<file path="config.mk">
export PLATFORM = sky130hd
export DESIGN_NAME = imrt_ctrl
export DESIGN_NICKNAME = d
export VERILOG_FILES = /design/src/hdl/imrt_pkg.sv /design/src/hdl/imrt_ctrl.sv
export SDC_FILE = /design/constraint.sdc
export NUM_CORES = 1
export LEC_CHECK = 0
export BUFFER_PORTS_ARGS = -buffer_cell sky130_fd_sc_hd__buf_2
export CORE_AREA = 4 4 41 43
export CTS_BUF_LIST = sky130_fd_sc_hd__clkbuf_4 sky130_fd_sc_hd__clkbuf_8
export DETAILED_ROUTE_END_ITERATION = 6
export DIE_AREA = 0 0 45 47
export SETUP_SLACK_MARGIN = 0.1
export SYNTH_ARGS = -nofsm -noshare
export SYNTH_HDL_FRONTEND = slang
export SYNTH_SLANG_ARGS = --single-unit
</file>
<file path="constraint.sdc">
create_clock -name clock -period 1.2 [get_ports clock]
set_clock_uncertainty 0.2 [all_clocks]
set_input_delay 0 -clock clock [delete_from_list [all_inputs] [get_ports clock]]
set_output_delay 0 -clock clock [all_outputs]
set_load 0.02 [all_outputs]
</file>
<file path="src/hdl/imrt_pkg.sv">
// Shared types, constants and command/status structs for the interval map range table.
`timescale 1ns / 1ps
`default_nettype none
package imrt_pkg;

   localparam int TableDepth  = 64;
   localparam int KeyWidth    = 32;
   localparam int ValueWidth  = 8;
   localparam int AddrWidth   = $clog2(TableDepth);
   localparam int CountWidth  = $clog2(TableDepth + 1);
   localparam int FillWidth   = $clog2(TableDepth + 3);
   localparam int EntryWidth  = KeyWidth + ValueWidth;
   localparam int StatusWidth = 2;

   localparam logic [StatusWidth-1:0] StatOk    = 2'd0;
   localparam logic [StatusWidth-1:0] StatEmpty = 2'd1;
   localparam logic [StatusWidth-1:0] StatFull  = 2'd2;

   localparam logic ReqAssign = 1'b0;
   localparam logic ReqLookup = 1'b1;

   typedef struct packed {
      logic                       req_type;
      logic signed [KeyWidth-1:0] key_begin;
      logic signed [KeyWidth-1:0] key_end;
      logic [ValueWidth-1:0]      range_value;
      logic signed [KeyWidth-1:0] lookup_key;
   } req_item_type;

   typedef struct packed {
      logic [ValueWidth-1:0]  found_value;
      logic [StatusWidth-1:0] status;
   } rsp_item_type;

   typedef enum logic [3:0] {
      OpNone,
      OpLoad,
      OpCopy,
      OpSkip,
      OpInsB,
      OpInsE,
      OpFound,
      OpDone,
      OpCfg,
      OpClear
   } op_type;

   typedef struct packed {
      op_type op;
   } cmd_type;

   typedef struct packed {
      logic lookup;
      logic empty;
      logic lt_b;
      logic le_e;
      logic le_lk;
      logic scan_end;
      logic inserted;
      logic rsp_free;
   } stat_type;

endpackage
`default_nettype wire

</file>
<file path="src/hdl/imrt_ctrl.sv">
// Controller state machine that sequences table scans, inserts and commits.
`timescale 1ns / 1ps
`default_nettype none
module imrt_ctrl (
   input  wire logic               clock,
   input  wire logic               reset,
   input  wire logic               req_valid,
   output logic                    req_stall,
   input  wire logic               csr_valid,
   output logic                    csr_ready,
   input  wire imrt_pkg::stat_type stat,
   output imrt_pkg::cmd_type       cmd
);

   typedef enum logic [2:0] {
      S_CLEAR, S_IDLE, S_READ, S_EVAL, S_INSB, S_INSE, S_DONE
   } state_type;

   state_type state_ff, state_in;

   always_ff @(posedge clock) begin
      if (reset) begin
         state_ff <= S_CLEAR;
      end else begin
         state_ff <= state_in;
      end
   end

   assign csr_ready = (state_ff == S_IDLE);
   assign req_stall = (state_ff != S_IDLE) || csr_valid;

   always_comb begin
      state_in = state_ff;
      cmd.op   = imrt_pkg::OpNone;
      case (state_ff)
         S_CLEAR: begin
            cmd.op   = imrt_pkg::OpClear;
            state_in = S_IDLE;
         end
         S_IDLE: begin
            if (csr_valid) begin
               cmd.op   = imrt_pkg::OpCfg;
               state_in = S_CLEAR;
            end else if (req_valid) begin
               cmd.op   = imrt_pkg::OpLoad;
               state_in = S_READ;
            end
         end
         S_READ: begin
            if (!stat.lookup && stat.empty) begin
               state_in = S_DONE;
            end else begin
               state_in = S_EVAL;
            end
         end
         S_EVAL: begin
            if (stat.lookup) begin
               if (stat.scan_end || !stat.le_lk) begin
                  state_in = S_DONE;
               end else begin
                  cmd.op   = imrt_pkg::OpFound;
                  state_in = S_READ;
               end
            end else if (stat.scan_end) begin
               state_in = stat.inserted ? S_DONE : S_INSB;
            end else if (stat.inserted || stat.lt_b) begin
               cmd.op   = imrt_pkg::OpCopy;
               state_in = S_READ;
            end else if (stat.le_e) begin
               cmd.op   = imrt_pkg::OpSkip;
               state_in = S_READ;
            end else begin
               state_in = S_INSB;
            end
         end
         S_INSB: begin
            cmd.op   = imrt_pkg::OpInsB;
            state_in = S_INSE;
         end
         S_INSE: begin
            // the pending entry is still on the read port: evaluate it again
            cmd.op   = imrt_pkg::OpInsE;
            state_in = stat.scan_end ? S_DONE : S_EVAL;
         end
         S_DONE: begin
            if (stat.rsp_free) begin
               cmd.op   = imrt_pkg::OpDone;
               state_in = S_IDLE;
            end
         end
         default: begin
            state_in = S_CLEAR;
         end
      endcase
   end

   no_cfg_when_busy: assert property (@(posedge clock) disable iff (reset)
      csr_ready |-> !(state_ff == S_EVAL || state_ff == S_DONE))
      else $error("config port ready while busy");
   load_goes_read: assert property (@(posedge clock) disable iff (reset)
      cmd.op == imrt_pkg::OpLoad |=> state_ff == S_READ)
      else $error("load did not start a scan");
   insb_then_inse: assert property (@(posedge clock) disable iff (reset)
      cmd.op == imrt_pkg::OpInsB |=> cmd.op == imrt_pkg::OpInsE)
      else $error("begin insert not followed by end insert");

endmodule
`default_nettype wire

</file>
======== After elaboration in Yosys (flattened, before gate mapping) ========
Index checks and enable logic that the tools add are counted.
word-level totals
  register bits after elaboration ......... 3
  input port bits ......................... 12
  output and inout port bits .............. 6
cells by class
  equal/unequal tests ..................... 9
  multiplexer cells ....................... 21
  reductions and logical operators ........ 8
operators with widths
  operator              count
  $mux W3               12
  $pmux W4 S6           1
  $pmux W3 S7           1
  $eq A3 B3 Y1 const B  3
  $mux W2               4
  $mux W4               2
  $eq A3 B2 Y1 const B  2
  $eq A3 B1 Y1 const B  1
  $logic_not A3 Y1      1
  $logic_or A1 B1 Y1    3
  $ne A3 B1 Y1 const B  1
  $ne A3 B3 Y1 const B  1
  $logic_not A1 Y1      2
  $ne A2 B2 Y1 const B  1
  $reduce_and A2 Y1     1
  $logic_and A1 B1 Y1   1
  $mux W1               1

======== Depth between registers and ports, before layout ========
Gate-level depths: netlist of run 1.
  depth after elaboration ................. 5
  gate-level depth with buffers ........... 5
  gate-level depth less buffers ........... 4

======== Worst setup path after synthesis of run 1 ========
OpenSTA, ideal clock, no wires.
  kind .................................... flip-flop to output port
  from .................................... reg state_ff[0]
  to ...................................... out cmd[2] (netlist name)
  data arrival time ....................... 1.144 ns
  setup slack ............................. -0.144 ns
  stages on the path, launching flop included .. 4
  buffers on the path ..................... 1
  cells stage by stage .................... dfxtp_1 -> buf_4 -> nand3b_2 -> o31ai_1
RTL lines
  what                      RTL line         text
  start: declaration        imrt_ctrl.sv:19  state_type state_ff, state_in;
  start signal: assignment  imrt_ctrl.sv:25  state_ff <= state_in;
  end: declaration          imrt_ctrl.sv:12  output imrt_pkg::cmd_type cmd

==> impl_metrics.yaml, run 1 <==
drt:
  via_count: 510
  drt_first_iter_violations: 4
  wl_um: 1340
  drc: 0
  drt_pre_antenna_iters: 4
  top_layer_used: "met4"
  vias_per_cell: 5.31
  detailroute.wirelength.met3_um: 120
  final_antenna_net_count: 0
  detail_route.wl_per_cell_um: 14.0
  met2_wirelength_um: 659
  route.layer.met1.wl_um: 511
clock_network:
  numCtsBuffers: 3
  cts-root-buf: "sky130_fd_sc_hd__clkbuf_4"
  max-clock-path-buffers: 2
  cts.sinks: 3
  cts-htree-levels: 1
  clock_tree_from_tritoncts: "yes"
  cts-hold-fix-buffers: 2
  clock_slew_at_reported_path_ffs_ns: 0.04
  clk_latency_ns: 0.24
timing:
  period_needed_ns: 1.47
  max_clock_freq_ghz: 0.682
  unrepaired_setup_endpoints_after_global_routing: "yes"
  worst_hold_slack_ns: -0.0575
  min_period_over_period_pct: 122
  slew_headroom_pct: 83.0
  finalMaxSlewViolations: 0
  finalHoldViolations: 2
  setup_slack_ns: -0.266
  slew_of_the_pin_with_the_lowest_slew_margin_ns: 0.253
  finalSetupViolations: 9
setup_path:
  worst-endpoint-arrival_ns: 1.27
  timing.critical_path.to_type: "output port"
  cp-start-kind: "flip-flop"
  setup.worst_path.class: "flip-flop to output port"
  critical_path_data_required_time_ns: 1.00
  cp_max_fo: 4
yosys:
  synth_nets: 61
  synth_flop_cell: "sky130_fd_sc_hd__dfxtp_1"
  synthTopCellsByCount: "5 x sky130_fd_sc_hd__nor2_1, 5 x sky130_fd_sc_hd__nor2b_1"
  synth.avg_cell_area_sq_um: 7.25
  ys_top_cells_by_area: "sky130_fd_sc_hd__dfxtp_1 17%, sky130_fd_sc_hd__nor2b_1 8.8%, sky130_fd_sc_hd__nor4_4 6.0%"
  synth_enable_flop_cells: 0
  yosys.cell_types.count: 26
  largest_area_contributor_in_the_synthesized_netlist: "sky130_fd_sc_hd__dfxtp_1"
  synth_cells: 49
  syn-cell-area_sq_um: 355
  synthArstFlopShare_pct: 0
  seq_area_frac_synth_pct: 16.9
  synth-seq-cells: 3
  synth_warnings: 0
  post-synth-top-area-fraction_pct: 16.9
power_and_ir_drop:
  design_power_total_uw: 603
  static_leakage_uw: 0.000303
  power_density_mw_per_mm2: 832
  vdd_drop_max_mv: 0.370
placement:
  detailed_place_hpwl_um: 884
  routabilityCongestion: 0.795
  place.port_buffers: 17
grt:
  track_usage_pct: 13.6
  grt_start_max_net_pins: 9
  grt_pass1_wl_um: 2090
  initial_antenna_violation_count: 0
  vias_in_the_first_global_route: 502
  gr-total-overflow: 0
flow_run:
  maxCapViolCount: 0
min_path:
  holdCritPathClass: "input pin to flip-flop"
floorplan:
  design.core.area_sq_mm: 0.00130
  die_w_um: 45
  fp_rows: 13
  dieHeight_um: 47
  die-area_sq_mm: 0.00212
  effective_utilization_at_floorplan_pct: 27.3
  boundaryPins: 18
finish:
  share_of_post_route_cells_with_drive_strength_above_1_pct: 69.1
  reg.largest.list: "state_ff (3)"
  syn2layout_area_growth_pct: 104
  antennaDiodeCount: 0
  final_net_count: 94
  largest_register: "state_ff"
  largest_reg_flops: 3
  layout.core_utilization_pct: 55.7
status:
  run_status: "finished with violations"
  failed_checks: "negative hold slack, negative setup slack"
[metrics by stage]
stage          instance area (sq um)  cells  setup slack (ns)  TNS (ns)  hold slack, ns
3_5_place_dp                     517     86            -0.134    -0.404         -0.0125
3_3_place_gp                     517     86            -0.120    -0.454         -0.0119
6_report                         724     96            -0.266     -1.39         -0.0575
2_1_floorplan                    387     49            0.0164         0          -0.138
4_1_cts                          656     96            -0.252     -1.36         -0.0759
5_1_grt                          724     96            -0.357     -2.00         -0.0314
[placed cells by master, fill, tap and decap left out, types with 3 or more instances in the layout]
master                     Yosys  final
sky130_fd_sc_hd__nor2b_1       5      3
sky130_fd_sc_hd__nor2_1        5      4
sky130_fd_sc_hd__buf_4         2     12
sky130_fd_sc_hd__buf_2         0     11
sky130_fd_sc_hd__clkbuf_4      0      4
sky130_fd_sc_hd__buf_6         1      6
[worst max-delay path: stages, from the launching register on]
cell and delay [ns]:
sky130_fd_sc_hd__dfxtp_2 0.33, sky130_fd_sc_hd__nand2b_1 0.20, sky130_fd_sc_hd__nor4_2 0.17, sky130_fd_sc_hd__a21oi_1 0.09, sky130_fd_sc_hd__nor2_2 0.09, sky130_fd_sc_hd__buf_4 0.14
[worst paths after layout]
path	start	end	slack, ns	depth (start not counted)
hold reg to reg	state_ff[1]	state_ff[1]	0.40	2
setup reg to reg	state_ff[2]	state_ff[1]	-0.11	5
setup / recovery	state_ff[2]	cmd[1]	-0.27	5
hold / removal	stat[0]	state_ff[1]	-0.06	4
[what timing repair did]
item | 4_1_cts | 5_1_grt
pin swaps | 7 | 5
endpoints found under the hold margin | 3 | 1
resized for setup | 19 | 14
endpoints found under the setup margin | 9 | 9
setup buffers | 4 | 0
[per-layer routing]
layer / up-vias / global-route usage [%]
met5: - / 0
met4: 0 / 8.19
met3: 7 / 5.36
met2: 25 / 23.4
met1: 234 / 13.8
li1: 244 / -
[kinds of logic after synthesis]
group,Yosys count,synth area share (%)
compound gates,15,26.4
buf+inv,5,9.51
flops,3,16.9
simple gates,26,47.2
[area by class of cell]
cell class,instances,area (sq um)
well taps,15,18.8
inverters,2,7.51
flip-flops and latches,3,68.8
fillers,125,577
repair buffers,31,233
clock buffers,4,30.0
multi-input cells,41,367
[power breakdown]
part           switching (uW)  internal (uW)
Combinational             129            134
Sequential               19.5            109
Clock                    63.3            148
Total                     212            391
Note: power is estimated with default switching activity, not from simulation.
==> run 2: changes to the inputs <==
--- a/config.mk
+++ b/config.mk
@@ -6,10 +6,12 @@
 export NUM_CORES = 1
 export LEC_CHECK = 0
 export BUFFER_PORTS_ARGS = -buffer_cell sky130_fd_sc_hd__buf_2
-export CORE_AREA = 4 4 41 43
+export CAP_MARGIN = 20
+export CORE_AREA = 2 2 39 41
 export CTS_BUF_LIST = sky130_fd_sc_hd__clkbuf_4 sky130_fd_sc_hd__clkbuf_8
 export DETAILED_ROUTE_END_ITERATION = 6
-export DIE_AREA = 0 0 45 47
+export DIE_AREA = 0 0 41 43
+export RECOVER_POWER = 100
 export SETUP_SLACK_MARGIN = 0.1
 export SYNTH_ARGS = -nofsm -noshare
 export SYNTH_HDL_FRONTEND = slang
==> impl_metrics.yaml, run 2 (synthesis gave the netlist of run 1 again) <==
placement:
  dp_slack_ns: -0.111
  detailed_place_hpwl_um: 812
  routabilityCongestion: 0.797
  place.port_buffers: 17
finish:
  reg.largest.list: "state_ff (3)"
  syn2layout_area_growth_pct: 97.9
  antennaDiodeCount: 0
  largest_register: "state_ff"
  most-common-layout-cells: "13 x sky130_fd_sc_hd__buf_4, 11 x sky130_fd_sc_hd__buf_2, 4 x sky130_fd_sc_hd__nor2_1, 4 x sky130_fd_sc_hd__clkbuf_4, 4 x sky130_fd_sc_hd__buf_6"
  largest_reg_flops: 3
  filler_cell_count: 129
  layout_commonest_cell: "sky130_fd_sc_hd__buf_4"
  layout.core_utilization_pct: 50.8
  share_of_post_route_cells_with_drive_strength_above_1_pct: 61.7
  final_net_count: 94
clock_network:
  cts-htree-levels: 1
  cts.sinks: 3
  numCtsBuffers: 3
  clock_tree_from_tritoncts: "yes"
  max-clock-path-buffers: 2
  clock_slew_at_reported_path_ffs_ns: 0.04
  cts-hold-fix-buffers: 3
  cts-root-buf: "sky130_fd_sc_hd__clkbuf_4"
  clk_latency_ns: 0.22
setup_path:
  regToRegStartpoint: "state_ff[0]"
  setup.worst_path.class: "flip-flop to output port"
  cpMaxStageDelayCell: "sky130_fd_sc_hd__dfxtp_4"
  critical-path-top-delay-family: "flip-flops"
  cp_slowest_stage_delay_ns: 0.38
  worst_reg_to_reg_path_cell_count: 6
  timing.critical_path.to_type: "output port"
  regToRegEndpoint: "state_ff[2]"
  path_cells: "buf_6 -> o21ai_4 -> o21a_1 -> o211ai_1 -> buf_4"
  critical_path_buf_inv_count: 2
  ff2ff_setup_slack_ns: -0.12
  cp-start-kind: "flip-flop"
  cp_max_fo: 6
  worst-endpoint-arrival_ns: 1.21
  critical_path_data_required_time_ns: 1.00
floorplan:
  fp_rows: 14
  boundaryPins: 18
  design.core.area_sq_mm: 0.00138
  die-area_sq_mm: 0.00176
  effective_utilization_at_floorplan_pct: 25.7
  die_w_um: 41
  dieHeight_um: 43
drt:
  via_count: 488
  wl_um: 1140
  vias_per_cell: 5.03
  final_antenna_net_count: 0
  drt_first_iter_violations: 3
  drt_pre_antenna_iters: 2
  drc: 0
  detail_route.wl_per_cell_um: 11.8
timing:
  max_clock_freq_ghz: 0.709
  finalSetupViolations: 9
  slew_of_the_pin_with_the_lowest_slew_margin_ns: 0.252
  worst_hold_slack_ns: -0.0288
  slew_headroom_pct: 83.1
  unrepaired_setup_endpoints_after_global_routing: "yes"
  finalHoldViolations: 2
  period_needed_ns: 1.41
  setup_slack_ns: -0.211
  min_period_over_period_pct: 118
  finalMaxSlewViolations: 0
min_path:
  min_delay_path_depth: 4
  holdCritPathClass: "input pin to flip-flop"
  hold_ep: "state_ff[1]"
  hold_start: "stat[0]"
status:
  failed_checks: "negative hold slack, negative setup slack"
  run_status: "finished with violations"
grt:
  grt_pass1_wl_um: 1660
  track_usage_pct: 14.1
  vias_in_the_first_global_route: 430
  initial_antenna_violation_count: 0
  grt_start_max_net_pins: 10
  gr-total-overflow: 0
flow_run:
  maxCapViolCount: 0
power_and_ir_drop:
  design_power_total_uw: 581
  power_density_mw_per_mm2: 826
  static_leakage_uw: 0.000302
  vdd_drop_max_mv: 0.367
run 2: worst max-delay path by stage:
stage	from	end	slack, ns	depth (start not counted)
3_3_place_gp	state_ff[1]	cmd[0]	-0.11	5
5_1_grt	state_ff[2]	cmd[0]	-0.28	5
4_1_cts	state_ff[2]	cmd[0]	-0.26	5
2_1_floorplan	state_ff[0]	cmd[0]	0.02	3
3_5_place_dp	state_ff[1]	cmd[0]	-0.11	5
6_report	state_ff[0]	cmd[0]	-0.21	5
run 2: stage by stage:
step | setup TNS [ns] | instances | instance area (sq um)
2_1_floorplan | 0 | 49 | 387
3_3_place_gp | -0.377 | 88 | 526
3_5_place_dp | -0.384 | 88 | 526
4_1_cts | -1.00 | 97 | 681
5_1_grt | -1.60 | 97 | 703
6_report | -0.980 | 97 | 703
run 2: what timing repair did:
item | 4_1_cts | 5_1_grt
resized for setup | 22 | 5
gates cloned | 0 | 0
endpoints found under the hold margin | 3 | 2
pin swaps | 8 | 6
setup buffers | 4 | 1
endpoints found under the setup margin | 9 | 9
run 2: cell type report:
type                       instances  area, sq um  share of cell area (%)
timing repair buffer              31          228                    32.4
multi-input combinational         41          349                    49.6
tap                               16         20.0                    2.85
inverter                           2         7.51                    1.07
clock buffer                       4         30.0                    4.27
sequential                         3         68.8                    9.79
run 2: tightest hold or removal path, stage by stage:
cell and delay (ns):
sky130_fd_sc_hd__buf_2 0.12, sky130_fd_sc_hd__o211ai_1 0.11, sky130_fd_sc_hd__nand2b_1 0.09, sky130_fd_sc_hd__a221oi_2 0.04
run 2: where the power goes:
part / switching (uW) / leakage, uW / internal (uW)
clock network: 44.5 / 0.0000184 / 147
registers: 15.3 / 0.0000264 / 109
logic: 126 / 0.000257 / 139
run 2: layer usage:
metal | global-route usage (%) | share of wire [%] | wire (um) | vias to the layer above
li1 | - | - | - | 248
met1 | 14.7 | 41 | 464 | 227
met2 | 24.1 | 55 | 631 | 13
met3 | 4.71 | 3.9 | 44 | 0
met4 | 6.00 | 0 | 0 | 0
met5 | 0 | 0 | 0 | -
